File: config.mk
export PLATFORM = sky130hd
export DESIGN_NAME = wav_riff_stream_parser
export DESIGN_NICKNAME = d
export VERILOG_FILES = /design/src/rtl/core/wrp_pkg.sv /design/src/rtl/core/wav_riff_stream_parser.sv /design/src/rtl/core/wrp_parser.sv /design/src/rtl/core/wrp_outbuf.sv
export SDC_FILE = /design/constraint.sdc
export NUM_CORES = 2
export LEC_CHECK = 0
export BUFFER_PORTS_ARGS = -buffer_cell sky130_fd_sc_hd__buf_2
export CORE_UTILIZATION = 27
export CTS_CLUSTER_SIZE = 30
export DETAILED_ROUTE_END_ITERATION = 10
export GPL_TIMING_DRIVEN = 0
export SETUP_SLACK_MARGIN = 0.15
export SLEW_MARGIN = 40
export SYNTH_ARGS = -nofsm -noshare
export SYNTH_HDL_FRONTEND = slang
export SYNTH_SLANG_ARGS = --single-unit
File: constraint.sdc
create_clock -name clock -period 20.8 [get_ports clock]
set_input_delay 3.12 -clock clock [delete_from_list [all_inputs] [get_ports clock]]
set_output_delay 3.12 -clock clock [all_outputs]
set_load 0.01 [all_outputs]
File: src/rtl/core/wrp_pkg.sv
// shared types and constants for the wav riff stream parser
`timescale 1ns / 1ps
`default_nettype none

package wrp_pkg;

   // parse phase codes
   localparam logic [2:0] PH_RIFF  = 3'd0;
   localparam logic [2:0] PH_CHUNK = 3'd1;
   localparam logic [2:0] PH_FMT   = 3'd2;
   localparam logic [2:0] PH_DATA  = 3'd3;
   localparam logic [2:0] PH_PAD   = 3'd4;

   // result status codes
   localparam logic [1:0] ST_HEADER  = 2'd0;
   localparam logic [1:0] ST_AUDIO   = 2'd1;
   localparam logic [1:0] ST_ERROR   = 2'd2;
   localparam logic [1:0] ST_IGNORED = 2'd3;

   // chunk ids, first byte in the top
   localparam logic [31:0] ID_RIFF = 32'h5249_4646;
   localparam logic [31:0] ID_FMT  = 32'h666D_7420;
   localparam logic [31:0] ID_DATA = 32'h6461_7461;

   localparam logic [3:0] RIFF_HEADER_LAST  = 4'd11;
   localparam logic [3:0] CHUNK_HEADER_LAST = 4'd7;
   localparam logic [3:0] CHUNK_ID_LAST     = 4'd3;
   localparam logic [3:0] RIFF_SIZE_FIRST   = 4'd4;
   localparam logic [3:0] WAVE_FIRST        = 4'd8;
   localparam logic [4:0] FMT_CAPTURE_LEN   = 5'd16;

   typedef struct packed {
      logic [1:0]   status;
      logic [7:0]   audio_byte;
      logic         last_audio;
      logic         format_ready;
      logic [127:0] format_fields;
      logic [31:0]  data_size;
   } rsp_type;

   function automatic logic [7:0] riff_id_byte(input logic [1:0] pos);
      logic [7:0] v;
      case (pos)
         2'd0:    v = 8'h52;
         2'd1:    v = 8'h49;
         default: v = 8'h46;
      endcase
      return v;
   endfunction

   function automatic logic [7:0] wave_id_byte(input logic [1:0] pos);
      logic [7:0] v;
      case (pos)
         2'd0:    v = 8'h57;
         2'd1:    v = 8'h41;
         2'd2:    v = 8'h56;
         default: v = 8'h45;
      endcase
      return v;
   endfunction

endpackage

`default_nettype wire

File: src/rtl/core/wav_riff_stream_parser.sv
// top level of the wav riff stream parser
//
// channel  dir  handshake          payload
// req      in   req_valid/stall    byte_value, restart
// rsp      out  rsp_valid/stall    status, audio, format fields, data_size
//
// one word accepted per cycle while req_stall is low, one result per word
// the parse state registers update in the cycle a word is accepted
// a two entry result buffer absorbs output stalls; req_stall rises when both are full
// reset is synchronous and clears parse state and buffer valids
`timescale 1ns / 1ps
`default_nettype none

module wav_riff_stream_parser (
   input  wire logic        clock,
   input  wire logic        reset,
   input  wire logic        req_valid,
   output logic             req_stall,
   input  wire logic [7:0]  req_byte_value,
   input  wire logic        req_restart,
   output logic             rsp_valid,
   input  wire logic        rsp_stall,
   output logic [1:0]       rsp_status,
   output logic [7:0]       rsp_audio_byte,
   output logic             rsp_last_audio,
   output logic             rsp_format_ready,
   output logic [15:0]      rsp_format_tag,
   output logic [15:0]      rsp_channel_count,
   output logic [31:0]      rsp_sample_rate,
   output logic [31:0]      rsp_byte_rate,
   output logic [15:0]      rsp_block_align,
   output logic [15:0]      rsp_bits_per_sample,
   output logic [31:0]      rsp_data_size
);

   logic             take;
   logic             full;
   wrp_pkg::rsp_type result;
   wrp_pkg::rsp_type out_data;

   assign req_stall = full;
   assign take      = req_valid && !full;

   wrp_parser u_parser (
      .clock      (clock),
      .reset      (reset),
      .take       (take),
      .byte_value (req_byte_value),
      .restart    (req_restart),
      .result     (result)
   );

   wrp_outbuf u_outbuf (
      .clock     (clock),
      .reset     (reset),
      .push      (take),
      .push_data (result),
      .full      (full),
      .out_valid (rsp_valid),
      .out_stall (rsp_stall),
      .out_data  (out_data)
   );

   assign rsp_status          = out_data.status;
   assign rsp_audio_byte      = out_data.audio_byte;
   assign rsp_last_audio      = out_data.last_audio;
   assign rsp_format_ready    = out_data.format_ready;
   assign rsp_format_tag      = out_data.format_fields[15:0];
   assign rsp_channel_count   = out_data.format_fields[31:16];
   assign rsp_sample_rate     = out_data.format_fields[63:32];
   assign rsp_byte_rate       = out_data.format_fields[95:64];
   assign rsp_block_align     = out_data.format_fields[111:96];
   assign rsp_bits_per_sample = out_data.format_fields[127:112];
   assign rsp_data_size       = out_data.data_size;

endmodule

`default_nettype wire

File: src/rtl/core/wrp_parser.sv
// parse state registers and per-word next state and result logic
`timescale 1ns / 1ps
`default_nettype none

module wrp_parser (
   input  wire logic             clock,
   input  wire logic             reset,
   input  wire logic             take,
   input  wire logic [7:0]       byte_value,
   input  wire logic             restart,
   output wrp_pkg::rsp_type      result
);

   logic [2:0]   phase_ff, phase_in;
   logic [3:0]   idx_ff, idx_in;
   logic [31:0]  id_ff, id_in;
   logic [31:0]  size_ff, size_in;
   logic [31:0]  rem_ff, rem_in;
   logic [4:0]   fidx_ff, fidx_in;
   logic [127:0] fields_ff, fields_in;
   logic         fvalid_ff, fvalid_in;
   logic         err_ff, err_in;

   logic [2:0]   phase_cur;
   logic [3:0]   idx_cur;
   logic [31:0]  id_cur, size_cur, rem_cur;
   logic [4:0]   fidx_cur;
   logic [127:0] fields_cur;
   logic         fvalid_cur, err_cur;
   logic         bad;
   logic         show_size;
   logic [1:0]   status;
   logic [7:0]   audio;
   logic         last;

   always_comb begin
      // restart clears everything before this word is parsed
      phase_cur  = restart ? wrp_pkg::PH_RIFF : phase_ff;
      idx_cur    = restart ? 4'd0 : idx_ff;
      id_cur     = restart ? 32'd0 : id_ff;
      size_cur   = restart ? 32'd0 : size_ff;
      rem_cur    = restart ? 32'd0 : rem_ff;
      fidx_cur   = restart ? 5'd0 : fidx_ff;
      fields_cur = restart ? 128'd0 : fields_ff;
      fvalid_cur = restart ? 1'b0 : fvalid_ff;
      err_cur    = restart ? 1'b0 : err_ff;

      phase_in  = phase_cur;
      idx_in    = idx_cur;
      id_in     = id_cur;
      size_in   = size_cur;
      rem_in    = rem_cur;
      fidx_in   = fidx_cur;
      fields_in = fields_cur;
      fvalid_in = fvalid_cur;
      err_in    = err_cur;

      status    = wrp_pkg::ST_HEADER;
      audio     = 8'd0;
      last      = 1'b0;
      show_size = 1'b0;
      bad       = 1'b0;

      if (err_cur) begin
         status = wrp_pkg::ST_IGNORED;
      end else begin
         case (phase_cur)
            wrp_pkg::PH_RIFF: begin
               if (idx_cur < wrp_pkg::RIFF_SIZE_FIRST) begin
                  bad = byte_value != wrp_pkg::riff_id_byte(idx_cur[1:0]);
               end else if (idx_cur >= wrp_pkg::WAVE_FIRST) begin
                  bad = byte_value != wrp_pkg::wave_id_byte(idx_cur[1:0]);
               end
               if (bad) begin
                  err_in = 1'b1;
                  status = wrp_pkg::ST_ERROR;
               end else if (idx_cur >= wrp_pkg::RIFF_HEADER_LAST) begin
                  phase_in = wrp_pkg::PH_CHUNK;
                  idx_in   = 4'd0;
               end else begin
                  idx_in = idx_cur + 4'd1;
               end
            end
            wrp_pkg::PH_CHUNK: begin
               idx_in = idx_cur + 4'd1;
               if (idx_cur <= wrp_pkg::CHUNK_ID_LAST) begin
                  id_in = {id_cur[23:0], byte_value};
                  if (idx_cur == wrp_pkg::CHUNK_ID_LAST) begin
                     if (id_in == wrp_pkg::ID_RIFF) begin
                        phase_in = wrp_pkg::PH_RIFF;
                        idx_in   = wrp_pkg::RIFF_SIZE_FIRST;
                     end else if (id_in != wrp_pkg::ID_FMT && id_in != wrp_pkg::ID_DATA) begin
                        err_in = 1'b1;
                        status = wrp_pkg::ST_ERROR;
                     end
                  end
               end else begin
                  size_in = {byte_value, size_cur[31:8]};
                  if (idx_cur >= wrp_pkg::CHUNK_HEADER_LAST) begin
                     idx_in = 4'd0;
                     rem_in = size_in;
                     if (id_cur == wrp_pkg::ID_FMT) begin
                        fields_in = 128'd0;
                        fidx_in   = 5'd0;
                        if (size_in == 32'd0) begin
                           fvalid_in = 1'b1;
                        end else begin
                           fvalid_in = 1'b0;
                           phase_in  = wrp_pkg::PH_FMT;
                        end
                     end else begin
                        show_size = 1'b1;
                        if (size_in != 32'd0) begin
                           phase_in = wrp_pkg::PH_DATA;
                        end
                     end
                  end
               end
            end
            wrp_pkg::PH_FMT: begin
               if (fidx_cur < wrp_pkg::FMT_CAPTURE_LEN) begin
                  fields_in[{fidx_cur[3:0], 3'b000} +: 8] =
                     fields_cur[{fidx_cur[3:0], 3'b000} +: 8] | byte_value;
                  fidx_in = fidx_cur + 5'd1;
               end
               rem_in = rem_cur - 32'd1;
               if (rem_in == 32'd0) begin
                  fvalid_in = 1'b1;
                  phase_in  = size_cur[0] ? wrp_pkg::PH_PAD : wrp_pkg::PH_CHUNK;
                  idx_in    = 4'd0;
               end
            end
            wrp_pkg::PH_DATA: begin
               status    = wrp_pkg::ST_AUDIO;
               audio     = byte_value;
               show_size = 1'b1;
               rem_in    = rem_cur - 32'd1;
               if (rem_in == 32'd0) begin
                  last     = 1'b1;
                  phase_in = size_cur[0] ? wrp_pkg::PH_PAD : wrp_pkg::PH_CHUNK;
                  idx_in   = 4'd0;
               end
            end
            default: begin
               // pad byte after an odd sized body
               phase_in = wrp_pkg::PH_CHUNK;
               idx_in   = 4'd0;
            end
         endcase
      end

      result.status        = status;
      result.audio_byte    = audio;
      result.last_audio    = last;
      result.format_ready  = fvalid_in;
      result.format_fields = fields_in;
      result.data_size     = show_size ? size_in : 32'd0;
   end

   always_ff @(posedge clock) begin
      if (reset) begin
         phase_ff  <= wrp_pkg::PH_RIFF;
         idx_ff    <= 4'd0;
         id_ff     <= 32'd0;
         size_ff   <= 32'd0;
         rem_ff    <= 32'd0;
         fidx_ff   <= 5'd0;
         fields_ff <= 128'd0;
         fvalid_ff <= 1'b0;
         err_ff    <= 1'b0;
      end else if (take) begin
         phase_ff  <= phase_in;
         idx_ff    <= idx_in;
         id_ff     <= id_in;
         size_ff   <= size_in;
         rem_ff    <= rem_in;
         fidx_ff   <= fidx_in;
         fields_ff <= fields_in;
         fvalid_ff <= fvalid_in;
         err_ff    <= err_in;
      end
   end

endmodule

`default_nettype wire

File: src/rtl/core/wrp_outbuf.sv
// result register with skid stage
`timescale 1ns / 1ps
`default_nettype none

module wrp_outbuf (
   input  wire logic             clock,
   input  wire logic             reset,
   input  wire logic             push,
   input  wire wrp_pkg::rsp_type push_data,
   output logic                  full,
   output logic                  out_valid,
   input  wire logic             out_stall,
   output wrp_pkg::rsp_type      out_data
);

   logic             main_valid_ff, main_valid_in;
   logic             skid_valid_ff, skid_valid_in;
   wrp_pkg::rsp_type main_ff, main_in;
   wrp_pkg::rsp_type skid_ff, skid_in;
   logic             main_free;

   always_comb begin
      main_free     = !main_valid_ff || !out_stall;
      main_valid_in = main_valid_ff;
      skid_valid_in = skid_valid_ff;
      main_in       = main_ff;
      skid_in       = skid_ff;
      if (main_free) begin
         if (skid_valid_ff) begin
            main_in       = skid_ff;
            main_valid_in = 1'b1;
            skid_valid_in = 1'b0;
         end else begin
            main_in       = push_data;
            main_valid_in = push;
         end
      end else if (push) begin
         skid_in       = push_data;
         skid_valid_in = 1'b1;
      end
   end

   always_ff @(posedge clock) begin
      if (reset) begin
         main_valid_ff <= 1'b0;
         skid_valid_ff <= 1'b0;
      end else begin
         main_valid_ff <= main_valid_in;
         skid_valid_ff <= skid_valid_in;
      end
   end

   always_ff @(posedge clock) begin
      main_ff <= main_in;
      skid_ff <= skid_in;
   end

   assign full      = skid_valid_ff;
   assign out_valid = main_valid_ff;
   assign out_data  = main_ff;

endmodule

`default_nettype wire

==> impl_metrics.py <==
metrics = {
    "outcome": {
        "status": "complete, no violations",
    },
    "power_and_ir_drop": {
        "p_seq_share_pct": 46.4,
        "switching_power_uw": 659.6,
        "finalPower_uw": 2716,
        "ir_worst_vdd_uv": 47.76,
        "clkPwrFrac_pct": 47.6,
        "comb_power_share_pct": 6.0,
        "p_sw_share_pct": 24.28,
        "cellPowerDensity_nw_per_um2": 84.14,
        "p_int_uw": 2057,
        "leakagePower_uw": 0.01138,
    },
    "cells_and_area": {
        "num-nets-final": 2725,
        "layout.area.seq_sq_um": 15130,
        "syn_to_final_growth_pct": 20.27,
        "final_layout_size_suffix_gt1_share_pct": 20.46,
        "fillers": 10010,
        "final_common_cell": "edfxtp_1",
        "n_antenna_cell": 0,
        "final_cell_mix": "344 x edfxtp_1, 333 x nor2_1, 240 x dfxtp_1",
        "fin_util_pct": 32.80,
        "multi_input_area_sq_um": 11060,
    },
    "global_routing": {
        "grt_max_degree": 45,
        "grt_pass1_vias": 20510,
        "antenna_found_initial": 7,
        "overflow": 0,
        "grt_pass1_wl_um": 139200,
        "track_usage_pct": 18.61,
    },
    "sta": {
        "slew-limit-headroom_pct": 34.95,
        "tightestPinTransition_ns": 0.9757,
        "slew_violations": 0,
        "finClkSkew_ns": 0.05668,
        "hold_viol_final": 0,
        "fin_crit_sh_pct": 41.84,
        "rsz0062_at_grt": "no",
        "period_minus_slack_ns": 8.702,
        "max_freq_mhz": 114.9,
        "finalSetupViolCount": 0,
    },
    "yosys": {
        "yosysWarningCount": 0,
        "synthArstFlopShare_pct": 0,
        "synth_top_family_by_area": "compound AO/OA/AOI/OAI gates",
        "ys_types": 76,
        "ys_seq_area_share_pct": 56.38,
        "netlist_instances": 2427,
        "synth_area_sq_um": 26840,
        "synthXorXnorAreaFrac_pct": 0.6852,
        "synth-compound-area-share_pct": 17.70,
        "synth_fp_nets": 2451,
        "synth-seq-cells": 584,
        "yosys.area_share.simple_pct": 12.55,
        "synthMuxAreaShare_pct": 9.317,
        "synth_edf_count": 344,
        "syn_area_per_cell_sq_um": 11.06,
        "synth-main-ff-cell": "edfxtp_1",
        "synthAdderAreaFrac_pct": 0.5127,
    },
    "clock_network": {
        "cts_tree": "yes",
        "ctsHoldBuffers": 0,
        "cts-root-buf": "clkbuf_16",
        "insertion_delay_ns": 0.66,
        "clock_path_buffers": 3,
        "h-tree-depth": 3,
        "clkSinkCount": 584,
        "ctsResizeCount": 0,
        "cts_made_buffers": 70,
        "path_clk_slew_ns": 0.07,
        "post_cts_buffers": 0,
    },
    "worst_setup_path": {
        "path_cells": "buf_2, clkbuf_1, inv_1, buf_2, buf_1, clkbuf_1, clkbuf_1, nand2_1, ha_1, clkbuf_1, nand2_1, o31ai_1, a221o_1, nor4b_4, nand4_4, o21ai_1, mux2_2",
        "start_kind": "primary input",
        "critPathSlowestCell": "clkbuf_1",
        "critPathMaxFanout": 10,
        "crit_type": "in2reg",
        "cp_common_cell": "clkbuf_1",
        "required_ns": 21.32,
        "cp_data_arrival_time_ns": 9.22,
        "end_kind": "flop",
        "slowest_delay_ns": 0.74,
    },
    "floorplan": {
        "core-area_sq_um": 98420,
        "row_count": 115,
        "dieArea_sq_um": 100700,
        "die_h_um": 317.3,
        "ios": 187,
        "die_width_um": 317.3,
        "start_util_pct": 27.28,
    },
    "hold_path": {
        "hp-class": "reg2reg",
    },
    "routing": {
        "drt-pass1-iter-count": 7,
        "drt-initial-drc-count": 2508,
        "drt_wl_total_um": 97010,
        "viasPerCell": 5.436,
        "wire_per_inst_um": 23.99,
        "vias": 21980,
        "ant_nets": 0,
        "drc": 0,
    },
    "run": {
        "maxCapViolations": 0,
    },
    "place": {
        "hpwl_um": 69870,
        "io_buffers": 182,
        "place_congestion": 0.9843,
    },
}
[power by group through the flow]
| stage | Combinational, uW | Clock [uW] | Sequential (uW) |
|---|---|---|---|
| after floorplan | 68.9 | 0 | 1300 |
| after global placement | 153 | 0 | 1300 |
| after detailed placement | 159 | 0 | 1290 |
| after CTS | 160 | 1320 | 1260 |
| after global routing | 171 | 1360 | 1260 |
| final | 163 | 1290 | 1260 |
[registers in the layout, summed over array words and instances, names as in the netlist]
name	cells
u_parser.id_ff	32
u_parser.idx_ff	4
u_parser.fvalid_ff	1
u_parser.rem_ff	32
u_outbuf.skid_ff	172
u_outbuf.full	1
u_parser.fields_ff	128
u_parser.fidx_ff	5
u_parser.err_ff	1
u_outbuf.out_data	172
u_outbuf.out_valid	1
u_parser.phase_ff	3
u_parser.size_ff	32
[stage by stage]
stage	instances	setup TNS, ns	cell area (sq um)	setup slack (ns)	hold slack [ns]
floorplan	2427	0	26840	3.424	0.4469
global placement	3896	-1885.12	29370	-10.99	0.4760
detailed placement	3914	0	29820	11.70	0.4814
CTS	4042	0	32230	12.33	0.4964
global route	4044	0	32280	12.05	0.5404
finish	4044	0	32280	12.10	0.5005
[worst max-delay path: cells and delay by family]
| family | cells | cell delay [ns] |
|---|---|---|
| and+or+nand+nor | 4 | 1.01 |
| muxes | 1 | 0.27 |
| adders and majority gates | 1 | 0.27 |
| AOI/OAI and AO/OA | 3 | 1.18 |
| buffers and inverters | 8 | 3.33 |
[cell usage after synthesis, types with 4 or more instances]
master,instances,area [sq um]
xnor2_1,11,96.34
nor4bb_1,5,50.05
mux2_2,191,2151
o31ai_1,12,90.09
mux2i_1,35,350.3
a32o_1,7,70.07
o21ai_0,78,390.4
a2111oi_0,6,52.55
a211oi_1,9,67.56
edfxtp_1,344,10330
or2_2,6,37.54
nor4_1,28,175.2
dfxtp_1,240,4805
buf_2,12,60.06
nand4_1,17,106.4
a22o_1,124,1086
nand2b_1,18,112.6
nor3b_1,4,30.03
o211ai_1,10,75.07
a32oi_1,18,157.7
a31oi_1,4,25.02
xor2_1,10,87.58
o21ai_1,26,130.1
and3_1,12,75.07
or3_1,7,43.79
a22oi_1,206,1546
ha_1,11,137.6
nor4b_1,7,61.31
a41o_1,4,40.04
a21oi_1,102,510.5
o21bai_1,9,67.56
o22ai_1,20,125.1
buf_1,9,33.78
and2_1,17,106.4
a21boi_0,4,30.03
clkbuf_1,160,600.6
or4_1,6,45.04
nor2_1,335,1257
and4_1,4,35.03
nand2_1,132,495.5
inv_1,12,45.04
nor2b_1,16,100.1
nand3_1,30,150.1
nor3_1,55,275.3
[logic make-up after synthesis]
kind of cell	after synthesis
adder cells (fa/ha/maj)	11
AND/OR/NAND/NOR	718
AO/OA/AOI/OAI	671
flip-flops	584
buffers and inverters	196
XOR/XNOR	21
multiplexers	226
[layout make-up]
class | count | share of cell area, %
clock buffers | 90 | 5.817
flip-flops and latches | 584 | 46.88
multi-input cells | 1647 | 34.26
inverters | 12 | 0.1395
repair buffers | 202 | 3.992
plain buffers | 184 | 2.290
clock inverters | 38 | 1.635
well taps | 1287 | 4.988
[metal layers]
| layer | track usage, % | share of wire (%) | vias to the layer above |
|---|---|---|---|
| li1 | - | - | 9822 |
| met4 | 6.840 | 3.4 | 2 |
| met1 | 25.19 | 42 | 10850 |
| met3 | 2.719 | 7.6 | 207 |
| met5 | 0 | 0.011 | - |
| met2 | 30.02 | 47 | 1102 |
[final timing paths]
kind | end | slack (ns) | from | cells past startpoint
worst min-delay path | u_parser.idx_ff[0]$_SDFFE_PP0P_ | 0.50 | u_parser.idx_ff[0]$_SDFFE_PP0P_ | 2
worst max register to register | u_outbuf.out_data[100]$_DFFE_PP_ | 15.28 | u_parser.fidx_ff[0]$_SDFFE_PP0P_ | 12
worst min register to register | u_parser.idx_ff[0]$_SDFFE_PP0P_ | 0.50 | u_parser.idx_ff[0]$_SDFFE_PP0P_ | 2
worst max-delay path | u_outbuf.out_data[160]$_DFFE_PP_ | 12.10 | req_restart | 17
(Power assumes the default switching activity.)
